[config.mk]
export PLATFORM = sky130hd
export DESIGN_NAME = hsif_ctrl
export DESIGN_NICKNAME = d
export VERILOG_FILES = /design/src/hdl/hsif_pkg.sv /design/src/hdl/hsif_ctrl.sv
export SDC_FILE = /design/constraint.sdc
export NUM_CORES = 1
export LEC_CHECK = 0
export BUFFER_PORTS_ARGS = -buffer_cell sky130_fd_sc_hd__buf_2
export CAP_MARGIN = 5
export CORE_AREA = 2 2 39 41
export CTS_BUF_LIST = sky130_fd_sc_hd__clkbuf_4 sky130_fd_sc_hd__clkbuf_8
export DETAILED_ROUTE_END_ITERATION = 6
export DIE_AREA = 0 0 41 43
export MAX_ROUTING_LAYER = met4
export PLACE_DENSITY = 0.43
export SYNTH_ARGS = -nofsm -noshare
export SYNTH_HDL_FRONTEND = slang
export SYNTH_SLANG_ARGS = --single-unit
[constraint.sdc]
create_clock -name clk -period 2.99 [get_ports clk]
set_input_delay 0.299 -clock clk [delete_from_list [all_inputs] [get_ports clk]]
set_output_delay 0.299 -clock clk [all_outputs]
set_load 0.005 [all_outputs]
[src/hdl/hsif_pkg.sv]
package hsif_pkg;

  localparam int KEY_W     = 32;
  // bucket remainder steps: multiply by the reciprocal, multiply back, subtract
  localparam int DIV_STEPS = 3;
  localparam int CNT_W     = $clog2(DIV_STEPS);

  // operation codes on in_kind
  localparam logic KIND_INSERT = 1'b0;
  localparam logic KIND_FIND   = 1'b1;

  typedef enum logic [2:0] {
    ST_CLEAR,
    ST_IDLE,
    ST_DIV,
    ST_LOOK,
    ST_CMP
  } ctrl_state_t;

  // controller to datapath
  typedef struct packed {
    logic clr_we;        // clear one valid row
    logic accept;        // capture the input item
    logic addr_from_in;  // read the bucket row addressed by the input key
    logic div_step;      // advance the bucket remainder by one step
    logic commit;        // write back the row and load the result
  } ctrl_cmd_t;

  // datapath to controller
  typedef struct packed {
    logic clr_last;      // last row of the clearing pass
    logic div_last;      // last remainder step
    logic hash_direct;   // bucket count is a power of two
    logic out_busy;      // result register full and stalled
  } ctrl_status_t;

endpackage

[src/hdl/hsif_ctrl.sv]
module hsif_ctrl (
  input  logic                  clk,
  input  logic                  rst_n,
  input  logic                  in_valid,
  output logic                  in_stall,
  output hsif_pkg::ctrl_cmd_t   cmd,
  input  hsif_pkg::ctrl_status_t status
);

  hsif_pkg::ctrl_state_t state_r;
  hsif_pkg::ctrl_state_t state_nxt;

  // advance state
  always_ff @(posedge clk) begin
    if (!rst_n) begin
      state_r <= hsif_pkg::ST_CLEAR;
    end else begin
      state_r <= state_nxt;
    end
  end

  // next state
  always_comb begin
    state_nxt = state_r;
    case (state_r)
      hsif_pkg::ST_CLEAR: begin
        if (status.clr_last) state_nxt = hsif_pkg::ST_IDLE;
      end
      hsif_pkg::ST_IDLE: begin
        if (in_valid) begin
          state_nxt = status.hash_direct ? hsif_pkg::ST_CMP : hsif_pkg::ST_DIV;
        end
      end
      hsif_pkg::ST_DIV: begin
        if (status.div_last) state_nxt = hsif_pkg::ST_LOOK;
      end
      hsif_pkg::ST_LOOK: begin
        state_nxt = hsif_pkg::ST_CMP;
      end
      hsif_pkg::ST_CMP: begin
        if (!status.out_busy) state_nxt = hsif_pkg::ST_IDLE;
      end
      default: begin
        state_nxt = hsif_pkg::ST_CLEAR;
      end
    endcase
  end

  // outputs
  always_comb begin
    cmd      = '0;
    in_stall = 1'b1;
    case (state_r)
      hsif_pkg::ST_CLEAR: begin
        cmd.clr_we = 1'b1;
      end
      hsif_pkg::ST_IDLE: begin
        in_stall         = 1'b0;
        cmd.accept       = in_valid;
        cmd.addr_from_in = 1'b1;
      end
      hsif_pkg::ST_DIV: begin
        cmd.div_step = 1'b1;
      end
      hsif_pkg::ST_LOOK: begin
        cmd = '0;
      end
      hsif_pkg::ST_CMP: begin
        cmd.commit = !status.out_busy;
      end
      default: begin
        cmd = '0;
      end
    endcase
  end

  // a direct-hash item reaches the compare state in the next cycle
  a_direct_to_cmp: assert property (@(posedge clk) disable iff (!rst_n)
    cmd.accept && status.hash_direct |=> state_r == hsif_pkg::ST_CMP)
    else $error("direct hash item did not reach compare");

  // the last remainder step is followed by the row read
  a_div_to_look: assert property (@(posedge clk) disable iff (!rst_n)
    state_r == hsif_pkg::ST_DIV && status.div_last |=> state_r == hsif_pkg::ST_LOOK)
    else $error("remainder did not end in row read");

  // the clearing pass ends only on its last row
  a_clear_done: assert property (@(posedge clk) disable iff (!rst_n)
    state_r == hsif_pkg::ST_CLEAR && !status.clr_last |=> state_r == hsif_pkg::ST_CLEAR)
    else $error("clearing pass left early");

endmodule

==> key figures, run 1 <==
Outcome
  • Outcome: finished, final reports clean

Layout
  • Number of diodes: 0
  • Final Instance Area: 338 um^2
  • Final std cells w/o fill: 58
  • Filler cells: 151
  • Max FFs per register: 3
  • Largest registers: state_r (3)
  • Commonest non-fill, non-tap cell in the layout: buf_2
  • Nets@finish: 50
  • Commonest cells after routing, fill and taps aside: buf_2 (12), clkbuf_4 (4), nor2b_1 (3), nor2_1 (3), dfxtp_1 (3)
  • Layout area overhead: 43.6%
  • Share of cells above drive strength 1: around 45%
  • Biggest register: state_r

STA
  • Fmax: 664 MHz
  • Final Max Tran Viols: 0
  • Setup violators final: 0
  • Final setup margin: 1.48 ns
  • Final Hold Fails: 0
  • Period utilization: 50.4%
  • Relative slew slack: 76.0%
  • RSZ-0062 raised after global routing: no
  • Worst Max-Slew Pin Slew: 0.360 ns
  • Worst Skew: 0.000869 ns
  • Post-route minimum period: around 1.5 ns
  • Final TNS setup: 0 ns

Yosys
  • Cells after synthesis: 27
  • Yosys cell types: 18
  • Seq/Total Area, Yosys: 25.5%
  • Number of synthesis warnings: 0
  • Post-synthesis cell area: roughly 240 um^2
  • Net count of the mapped netlist: 34
  • Seq cells post-synth: 3
  • Syn_area_per_cell: approximately 8.7 um^2

GRT
  • Initial antenna violation count: 0
  • GRT met3 Usage: 3.14%
  • Met2 usage: 7.81%
  • First-pass GRT wire length: 710 um
  • Tot GR Track Use: 6.78%
  • Largest net degree at the start of global routing: 11
  • Vias in the first global route: 188
  • Met1 GRT Util: 7.35%
  • Layer with the highest usage: met4
  • GR Overflow Total: 0

Placed design
  • Final GP Congestion: 0.672
  • Dpl ws: about 1.7 ns
  • Buffers on Ports: 12
  • Area after DPL: about 300 um^2
  • Placed Cells: 54

Critical path
  • CP Cell Sequence: nand2b_1 > nor2_1 > and2_1 > buf_2
  • Largest stage delay on the critical path: 0.48 ns
  • Max FO, Critical Path: 9
  • Worst setup SP type: flop
  • Worst EP required: between 2 and 3 ns
  • Setup Crit Path Kind: flop to output port
  • Crit. End Element: output port
  • Worst path slowest cell: dfxtp_1
  • Worst EP arrival: 1.21 ns

Drt
  • Final WL: between 400 and 500 um
  • Detailed Routing Iterations Pass 1: 1
  • Final ANT Viol Nets: 0
  • Routed wire per std cell: about 8.5 um
  • DR vias/cell: 4.10
  • DRC: 0
  • Initial DRC count: 0
  • Via count: ~240

Floorplanning
  • Core Box Area: 0.00138 mm^2
  • Full die area: 0.00176 mm^2
  • Die X: 41 um
  • Initial core utilization: between 10% and 20%
  • Die Ht: 43 um
  • Rows: 14
  • Io pins: 13

Clocking
  • CTS sink cnt: 3
  • CTS tree: built
  • CTS resizes: 0
  • Hold Buf Count CTS: 0
  • CTS Buf Count: 3
  • Root buffer cell: clkbuf_4
  • Clk buf depth: 2
  • Post-CTS Setup Bufs: 0
  • Worst-Skew Late Latency: 0.23 ns
  • Clk slew on worst S/H paths: 0.03 ns
  • H-tree lvl count: 1

Worst hold path
  • HP Class: primary input to flop

Power and ir drop
  • Leak: ~0.15 nW
  • Tot Pwr: 0.000162 W
  • Max VDD drop: 0.000130 V
  • Pwr Density: slightly below 500 mW/mm^2

Flow run
  • Max_cap viols: 0
## where the power goes
group	internal [W]	switching, W	total (W)
Sequential	0.0000433	0.00000716	0.0000504
Clock	0.0000590	0.0000201	0.0000791
Combinational	0.0000193	0.0000136	0.0000329
Total	0.000122	0.0000408	0.000162
## worst paths after layout
check,from,to,slack (ns),depth (start not counted)
setup / recovery,state_r[0]$_SDFFE_PN0P_,cmd[3],1.48,4
hold / removal,rst_n,state_r[2]$_SDFFE_PN0P_,0.33,2
setup reg to reg,state_r[1]$_SDFFE_PN0P_,state_r[1]$_SDFFE_PN0P_,1.75,3
hold reg to reg,state_r[1]$_SDFFE_PN0P_,state_r[1]$_SDFFE_PN0P_,0.60,2
## critical path, delay by kind of cell (launching register included)
family	cells	cell delay (ns)
DFF	1	0.48
buffers and inverters	1	0.10
and+or+nand+nor	3	0.40
## kinds of logic after synthesis
group	after synthesis	synth area share (%)
AOI/OAI and AO/OA	5	14.4
DFF	3	25.5
buffers and inverters	2	4.79
and+or+nand+nor	15	46.8
muxes	2	8.51
## metal layers
layer  part of all wire [%]  up-vias
li1                       -      127
met1                     47      102
met2                     43        9
met3                    9.7        0
met4                      0        0
met5                      0        -
## area by class of cell
cell class                      instances  area, um^2  area share [%]
Multi-Input combinational cell         22         164            48.5
Sequential cell                         3        60.1            17.8
Timing Repair Buffer                   12        60.1            17.8
Clock buffer                            4        30.0            8.89
Tap cell                               16        20.0            5.93
Inverter                                1        3.75            1.11
## Yosys cell counts, drive strengths merged
master / instances / share of area [%]
inv: 1 / 1.6
a21oi: 1 / 2.1
o21a: 1 / 3.2
nor3b: 1 / 3.2
nor3: 2 / 4.3
a211oi: 1 / 3.2
and2: 1 / 2.7
nor2b: 3 / 8.0
o21ai: 1 / 2.1
nand2: 1 / 1.6
mux2i: 2 / 8.5
nor2: 3 / 4.8
nor4b: 2 / 13
o31a: 1 / 3.7
nor4bb: 1 / 6.9
nand2b: 1 / 2.7
buf: 1 / 3.2
dfxtp: 3 / 26
## metrics by stage
| step | utilization [%] | hold slack (ns) |
|---|---|---|
| after floorplan | - | 0.416 |
| after global placement | 22.2 | 0.574 |
| after detailed placement | 22.2 | 0.575 |
| after CTS | 24.4 | 0.331 |
| after global routing | 24.4 | 0.337 |
| final | 24.4 | 0.330 |
Note: power is estimated with default switching activity, not from simulation.
==> run 2, diff against run 1 <==
--- a/config.mk
+++ b/config.mk
@@ -12,7 +12,7 @@
 export DETAILED_ROUTE_END_ITERATION = 6
 export DIE_AREA = 0 0 41 43
 export MAX_ROUTING_LAYER = met4
-export PLACE_DENSITY = 0.43
+export PLACE_DENSITY = 0.44
 export SYNTH_ARGS = -nofsm -noshare
 export SYNTH_HDL_FRONTEND = slang
 export SYNTH_SLANG_ARGS = --single-unit
==> constraint.sdc (replaced) <==
create_clock -name clk -period 1.3 [get_ports clk]
set_input_delay 0.13 -clock clk [delete_from_list [all_inputs] [get_ports clk]]
set_output_delay 0.13 -clock clk [all_outputs]
set_load 0.005 [all_outputs]
==> run 2 against run 1 <==
Against the previous run:
- utilization is 4.6 points higher
- design area is 19% higher
- final cell count is 6.9% higher
- sequential share of layout area shrank 0.64 points
- wire length grew 9.7%
- clock power increased by 140%
- total power up 150%
- combinational power grew to 3.0 times the previous value
- setup slack worse by 1.4 ns
- critical path depth decreased by 1
==> key figures, run 2 (synthesis gave the netlist of run 1 again) <==
GRT
  • GRT met3 Usage: 3.14% (unchanged)
  • GR Overflow Total: 0 (unchanged)
  • Vias in the first global route: 238 (+27%)
  • Largest net degree at the start of global routing: 10 (-1)
  • First-pass GRT wire length: 903 um (+27%)
  • Tot GR Track Use: 8.02% (+1.2 points)
  • Layer with the highest usage: met2
  • Initial antenna violation count: 0 (unchanged)
  • Met1 GRT Util: 8.01% (+0.66 points)
  • Met2 usage: 11.9% (+4.1 points)

Floorplanning
  • Full die area: 0.00176 mm^2 (unchanged)
  • Io pins: 13 (unchanged)
  • Die X: 41 um (unchanged)
  • Die Ht: 43 um (unchanged)
  • Initial core utilization: 17.0% (unchanged)
  • Core Box Area: 0.00138 mm^2 (unchanged)
  • Rows: 14 (unchanged)

Critical path
  • Worst setup SP type: flop
  • Cells on worst reg2reg path: 4 (+1)
  • Crit. End Element: output port
  • RR Endpoint: state_r[1]$_SDFFE_PN0P_
  • Worst EP arrival: 1.13 ns (-0.08 ns)
  • Reg2reg start: state_r[1]$_SDFFE_PN0P_
  • Setup Crit Path Kind: flop to output port
  • Crit path capture: cmd[0]
  • R2r setup slk: 0.13 ns (-1.62 ns)
  • CP startpoint: state_r[1]$_SDFFE_PN0P_
  • Max FO, Critical Path: 6 (-3)
  • Worst EP required: 1.17 ns (-1.52 ns)

STA
  • Setup violators final: 0 (unchanged)
  • Fmax: ~790 MHz
  • Period utilization: 96.8%
  • Final setup margin: 0.0414 ns (-1.44 ns)
  • Worst Skew: 0.00400 ns (+0.00313 ns)
  • Final hold slack: 0.150 ns (-0.181 ns)
  • Final Max Tran Viols: 0 (unchanged)
  • Worst Max-Slew Pin Slew: 0.287 ns (-0.0730 ns)
  • Final TNS setup: 0 ns (unchanged)
  • Relative slew slack: 80.6% (+4.6 points)
  • Post-route minimum period: about 1.3 ns
  • Final Hold Fails: 0 (unchanged)
  • RSZ-0062 raised after global routing: no

Clocking
  • Hold Buf Count CTS: 0 (unchanged)
  • Root buffer cell: clkbuf_4
  • CTS Buf Count: 3 (unchanged)
  • H-tree lvl count: 1 (unchanged)
  • CTS tree: built
  • Clk buf depth: 2 (unchanged)
  • Worst-Skew Late Latency: 0.23 ns (about the same)
  • Clk slew on worst S/H paths: 0.04 ns (about the same)
  • CTS sink cnt: 3 (unchanged)

Layout
  • Commonest non-fill, non-tap cell in the layout: buf_2
  • Final Instance Area: 402 um^2 (+19%)
  • Biggest register: state_r
  • Max FFs per register: 3 (unchanged)
  • Layout area overhead: 70.7%
  • Area taken by multi-input logic gates: 188 um^2 (+15%)
  • Share of cells above drive strength 1: 60.9% (+16 points)
  • Flip-flop and latch area: 68.8 um^2 (+15%)
  • Number of diodes: 0 (unchanged)
  • Filler cells: 156 (+3.3%)
  • Nets@finish: 54 (+8.0%)
  • Commonest cells after routing, fill and taps aside: buf_2 (12), clkbuf_4 (4), nor2b_1 (3)
  • Largest registers: state_r (3)

Drt
  • Detailed Routing Iterations Pass 1: 1 (unchanged)
  • Final WL: 542 um (+9.7%)
  • DRC: 0 (unchanged)
  • Routed wire per std cell: 8.74 um (+2.6%)
  • Initial DRC count: 0 (unchanged)
  • DR vias/cell: 4.13 (+0.62%)
  • Final ANT Viol Nets: 0 (unchanged)
  • Via count: 256 (+7.6%)

Worst hold path
  • HP Class: primary input to flop
  • Beginning of the worst hold path: rst_n
  • Hold path depth: 2 (unchanged)

Flow run
  • Max_cap viols: 0 (unchanged)

Outcome
  • Outcome: finished, final reports clean

Power and ir drop
  • Max VDD drop: 0.000272 V (+110%)
  • Leak: 0.171 nW (+17%)
  • Pwr Density: 1000 mW/mm^2 (+110%)
  • Tot Pwr: 0.000403 W (+150%)

Placed design
  • Dpl ws: 0.0942 ns (-1.61 ns)
  • Buffers on Ports: 12 (unchanged)
  • Final GP Congestion: 0.575 (-14%)
  • Area after DPL: 315 um^2 (+2.4%)
## run 2: worst min-delay path by stage
stage                     slack [ns]                      end
after floorplan                 0.25  state_r[2]$_SDFFE_PN0P_
after global placement          0.39  state_r[2]$_SDFFE_PN0P_
after detailed placement        0.40  state_r[2]$_SDFFE_PN0P_
after CTS                       0.15  state_r[0]$_SDFFE_PN0P_
after global routing            0.16  state_r[0]$_SDFFE_PN0P_
final                           0.15  state_r[0]$_SDFFE_PN0P_
## run 2: metal layers
metal  vias to the layer above  share of wire [%]
li1                        135                  -
met1                       113                 38
met2                         8                 54
met3                         0                8.1
met4                         0                  0
met5                         -                  0
## run 2: timing repair
item / 4_1_cts / 5_1_grt
pin swaps: 1 / 2
setup buffers: 0 / 3
setup endpoints to repair: 4 / 3
resized for setup: 5 / 5
## run 2: stage by stage
step	instances	util (%)
floorplan	27	-
global placement	55	22.8
detailed placement	55	22.8
CTS	59	26.0
global route	62	29.0
finish	62	29.0
## run 2: worst max-delay path, cell delays in order, from the launching register on
cell and delay (ns):
dfxtp_4 0.36, buf_6 0.12, nor4b_4 0.26, buf_2 0.15
## run 2: final cells by class
| type | instances | area share (%) |
|---|---|---|
| multi-input cells | 22 | 46.7 |
| well taps | 16 | 4.98 |
| flip-flops and latches | 3 | 17.1 |
| repair buffers | 16 | 22.7 |
| clock buffers | 4 | 7.48 |
| inverters | 1 | 0.935 |
## run 2: report_power, final
| part | leakage, nW | switching, W | internal, W |
|---|---|---|---|
| registers | 0.0264 | 0.0000186 | 0.000100 |
| clock network | 0.0184 | 0.0000503 | 0.000136 |
| logic | 0.126 | 0.0000392 | 0.0000593 |
==> run 3, diff against run 2 <==
--- a/config.mk
+++ b/config.mk
@@ -12,7 +12,7 @@
 export DETAILED_ROUTE_END_ITERATION = 6
 export DIE_AREA = 0 0 41 43
 export MAX_ROUTING_LAYER = met4
-export PLACE_DENSITY = 0.44
+export PLACE_DENSITY_LB_ADDON = 0.3
 export SYNTH_ARGS = -nofsm -noshare
 export SYNTH_HDL_FRONTEND = slang
 export SYNTH_SLANG_ARGS = --single-unit
==> run 3 against run 2 <==
Against the previous run:
- combinational power shrank 17%
- design area shrank 11%
- critical path depth grew 1
- fmax is 3.0% higher
- register-to-register slack improved by 0.04 ns
- setup slack gained 0.036 ns
- hold slack about the same
- largest cell class unchanged
- highest routed layer unchanged
==> key figures, run 3 (synthesis gave the netlist of run 1 again) <==
Power and ir drop
  • Max VDD drop: 0.000337 V (+24%)
  • Tot Pwr: 0.000383 W (-5.1%)
  • Leak: 0.148 nW (-13%)
  • Pwr Density: 1070 mW/mm^2 (+6.2%)

GRT
  • Largest net degree at the start of global routing: 11 (+1)
  • First-pass GRT wire length: 779 um (-14%)
  • Tot GR Track Use: 7.30% (-0.71 points)
  • GR Overflow Total: 0 (unchanged)
  • Initial antenna violation count: 0 (unchanged)
  • Vias in the first global route: 198 (-17%)

STA
  • Final Hold Fails: 0 (unchanged)
  • Post-route minimum period: 1.22 ns (-0.0364 ns)
  • Final Max Tran Viols: 0 (unchanged)
  • Period utilization: 94.0% (-2.8 points)
  • Relative slew slack: 78.2% (-2.4 points)
  • Final TNS setup: 0 ns (unchanged)
  • Final hold slack: 0.150 ns (+0.000194 ns)
  • Worst Max-Slew Pin Slew: 0.322 ns (+0.0353 ns)
  • Setup violators final: 0 (unchanged)
  • Fmax: 818 MHz (+3.0%)
  • RSZ-0062 raised after global routing: no
  • Worst Skew: 0.00155 ns (-0.00245 ns)

Critical path
  • CP startpoint: state_r[2]$_SDFFE_PN0P_
  • Setup Crit Path Kind: flop to output port
  • RR Endpoint: state_r[1]$_SDFFE_PN0P_
  • Worst setup SP type: flop
  • Crit path capture: cmd[3]
  • Worst EP arrival: 1.09 ns (-0.04 ns)
  • Worst EP required: 1.17 ns (about the same)
  • Reg2reg start: state_r[2]$_SDFFE_PN0P_
  • Cells on worst reg2reg path: 3 (-1)
  • Crit. End Element: output port
  • R2r setup slk: 0.17 ns (+0.04 ns)
  • Max FO, Critical Path: 9 (+3)

Clocking
  • Root buffer cell: clkbuf_4
  • H-tree lvl count: 1 (unchanged)
  • CTS sink cnt: 3 (unchanged)
  • CTS tree: built
  • Hold Buf Count CTS: 0 (unchanged)
  • Clk buf depth: 2 (unchanged)
  • Worst-Skew Late Latency: 0.23 ns (about the same)
  • Clk slew on worst S/H paths: 0.04 ns (about the same)
  • CTS Buf Count: 3 (unchanged)

Layout
  • Filler cells: 165 (+5.8%)
  • Area taken by multi-input logic gates: 176 um^2 (-6.0%)
  • Number of diodes: 0 (unchanged)
  • Final std cells w/o fill: 58 (-6.5%)
  • Flip-flop and latch area: 68.8 um^2 (unchanged)
  • Commonest cells after routing, fill and taps aside: buf_2 (12), clkbuf_4 (4)
  • Layout area overhead: 52.7%
  • Nets@finish: 50 (-7.4%)
  • Commonest non-fill, non-tap cell in the layout: buf_2
  • Biggest register: state_r
  • Share of cells above drive strength 1: 59.5% (-1.3 points)
  • Largest registers: state_r (3)
  • Max FFs per register: 3 (unchanged)

Drt
  • Initial DRC count: 4 (+4)
  • Via count: 241 (-5.9%)
  • Routed wire per std cell: 9.09 um (+3.9%)
  • DRC: 0 (unchanged)
  • Final WL: 527 um (-2.8%)
  • Detailed Routing Iterations Pass 1: 4 (+3)
  • DR vias/cell: 4.16 (+0.63%)
  • Final ANT Viol Nets: 0 (unchanged)

Flow run
  • Max_cap viols: 0 (unchanged)

Outcome
  • Outcome: finished, final reports clean

Floorplanning
  • Rows: 14 (unchanged)
  • Die Ht: 43 um (unchanged)
  • Initial core utilization: 17.0% (unchanged)
  • Core Box Area: 0.00138 mm^2 (unchanged)
  • Die X: 41 um (unchanged)
  • Io pins: 13 (unchanged)
  • Full die area: 0.00176 mm^2 (unchanged)

Placed design
  • Buffers on Ports: 12 (unchanged)
  • Final GP Congestion: 0.593 (+3.1%)
  • Placed Cells: 54 (-1.8%)

Worst hold path
  • HP Class: primary input to flop
-- run 3: final cells by class --
class                   count  area share [%]
inverters                   1            1.05
clock buffers               4            8.36
repair buffers             12            16.7
multi-input cells          22            49.1
well taps                  16            5.57
flip-flops and latches      3            19.2
-- run 3: per-layer routing --
layer | global-route usage [%] | part of all wire, % | vias up
met5 | - | 0 | -
met4 | 6.00 | 0 | 0
met3 | 4.71 | 8.0 | 0
met2 | 10.0 | 49 | 8
met1 | 6.75 | 43 | 102
li1 | - | - | 131
-- run 3: power by group --
| group | switching (W) | total (W) | internal (W) |
|---|---|---|---|
| Sequential | 0.0000203 | 0.000120 | 0.000100 |
| Combinational | 0.0000325 | 0.0000815 | 0.0000491 |
| Clock | 0.0000455 | 0.000181 | 0.000136 |
-- run 3: critical path, stage by stage (launching register included) --
cell	delay (ns)
dfxtp_2	0.40
nand2b_4	0.16
nor2_2	0.04
and2_1	0.14
buf_2	0.12
-- run 3: stage by stage --
step,util [%],setup WS (ns),cell area (um^2)
finish,25.9,0.0778,359
global route,25.9,0.00198,359
CTS,24.7,0.0230,342
detailed placement,22.2,0.0160,308
global placement,22.2,0.0526,308
floorplan,-,0.240,235
-- run 3: timing repair --
action                     in CTS  in global routing
buffers inserted                0                  0
gates cloned                    0                  0
resized for setup               3                  5
pin swaps                       0                  1
setup endpoints to repair       3                  2
-- run 3: worst min-delay path by stage --
stage	start	endpoint	cells after the start
floorplan	rst_n	state_r[2]$_SDFFE_PN0P_	1
global placement	rst_n	state_r[2]$_SDFFE_PN0P_	2
detailed placement	rst_n	state_r[2]$_SDFFE_PN0P_	2
CTS	rst_n	state_r[2]$_SDFFE_PN0P_	2
global route	rst_n	state_r[0]$_SDFFE_PN0P_	2
finish	rst_n	state_r[2]$_SDFFE_PN0P_	2
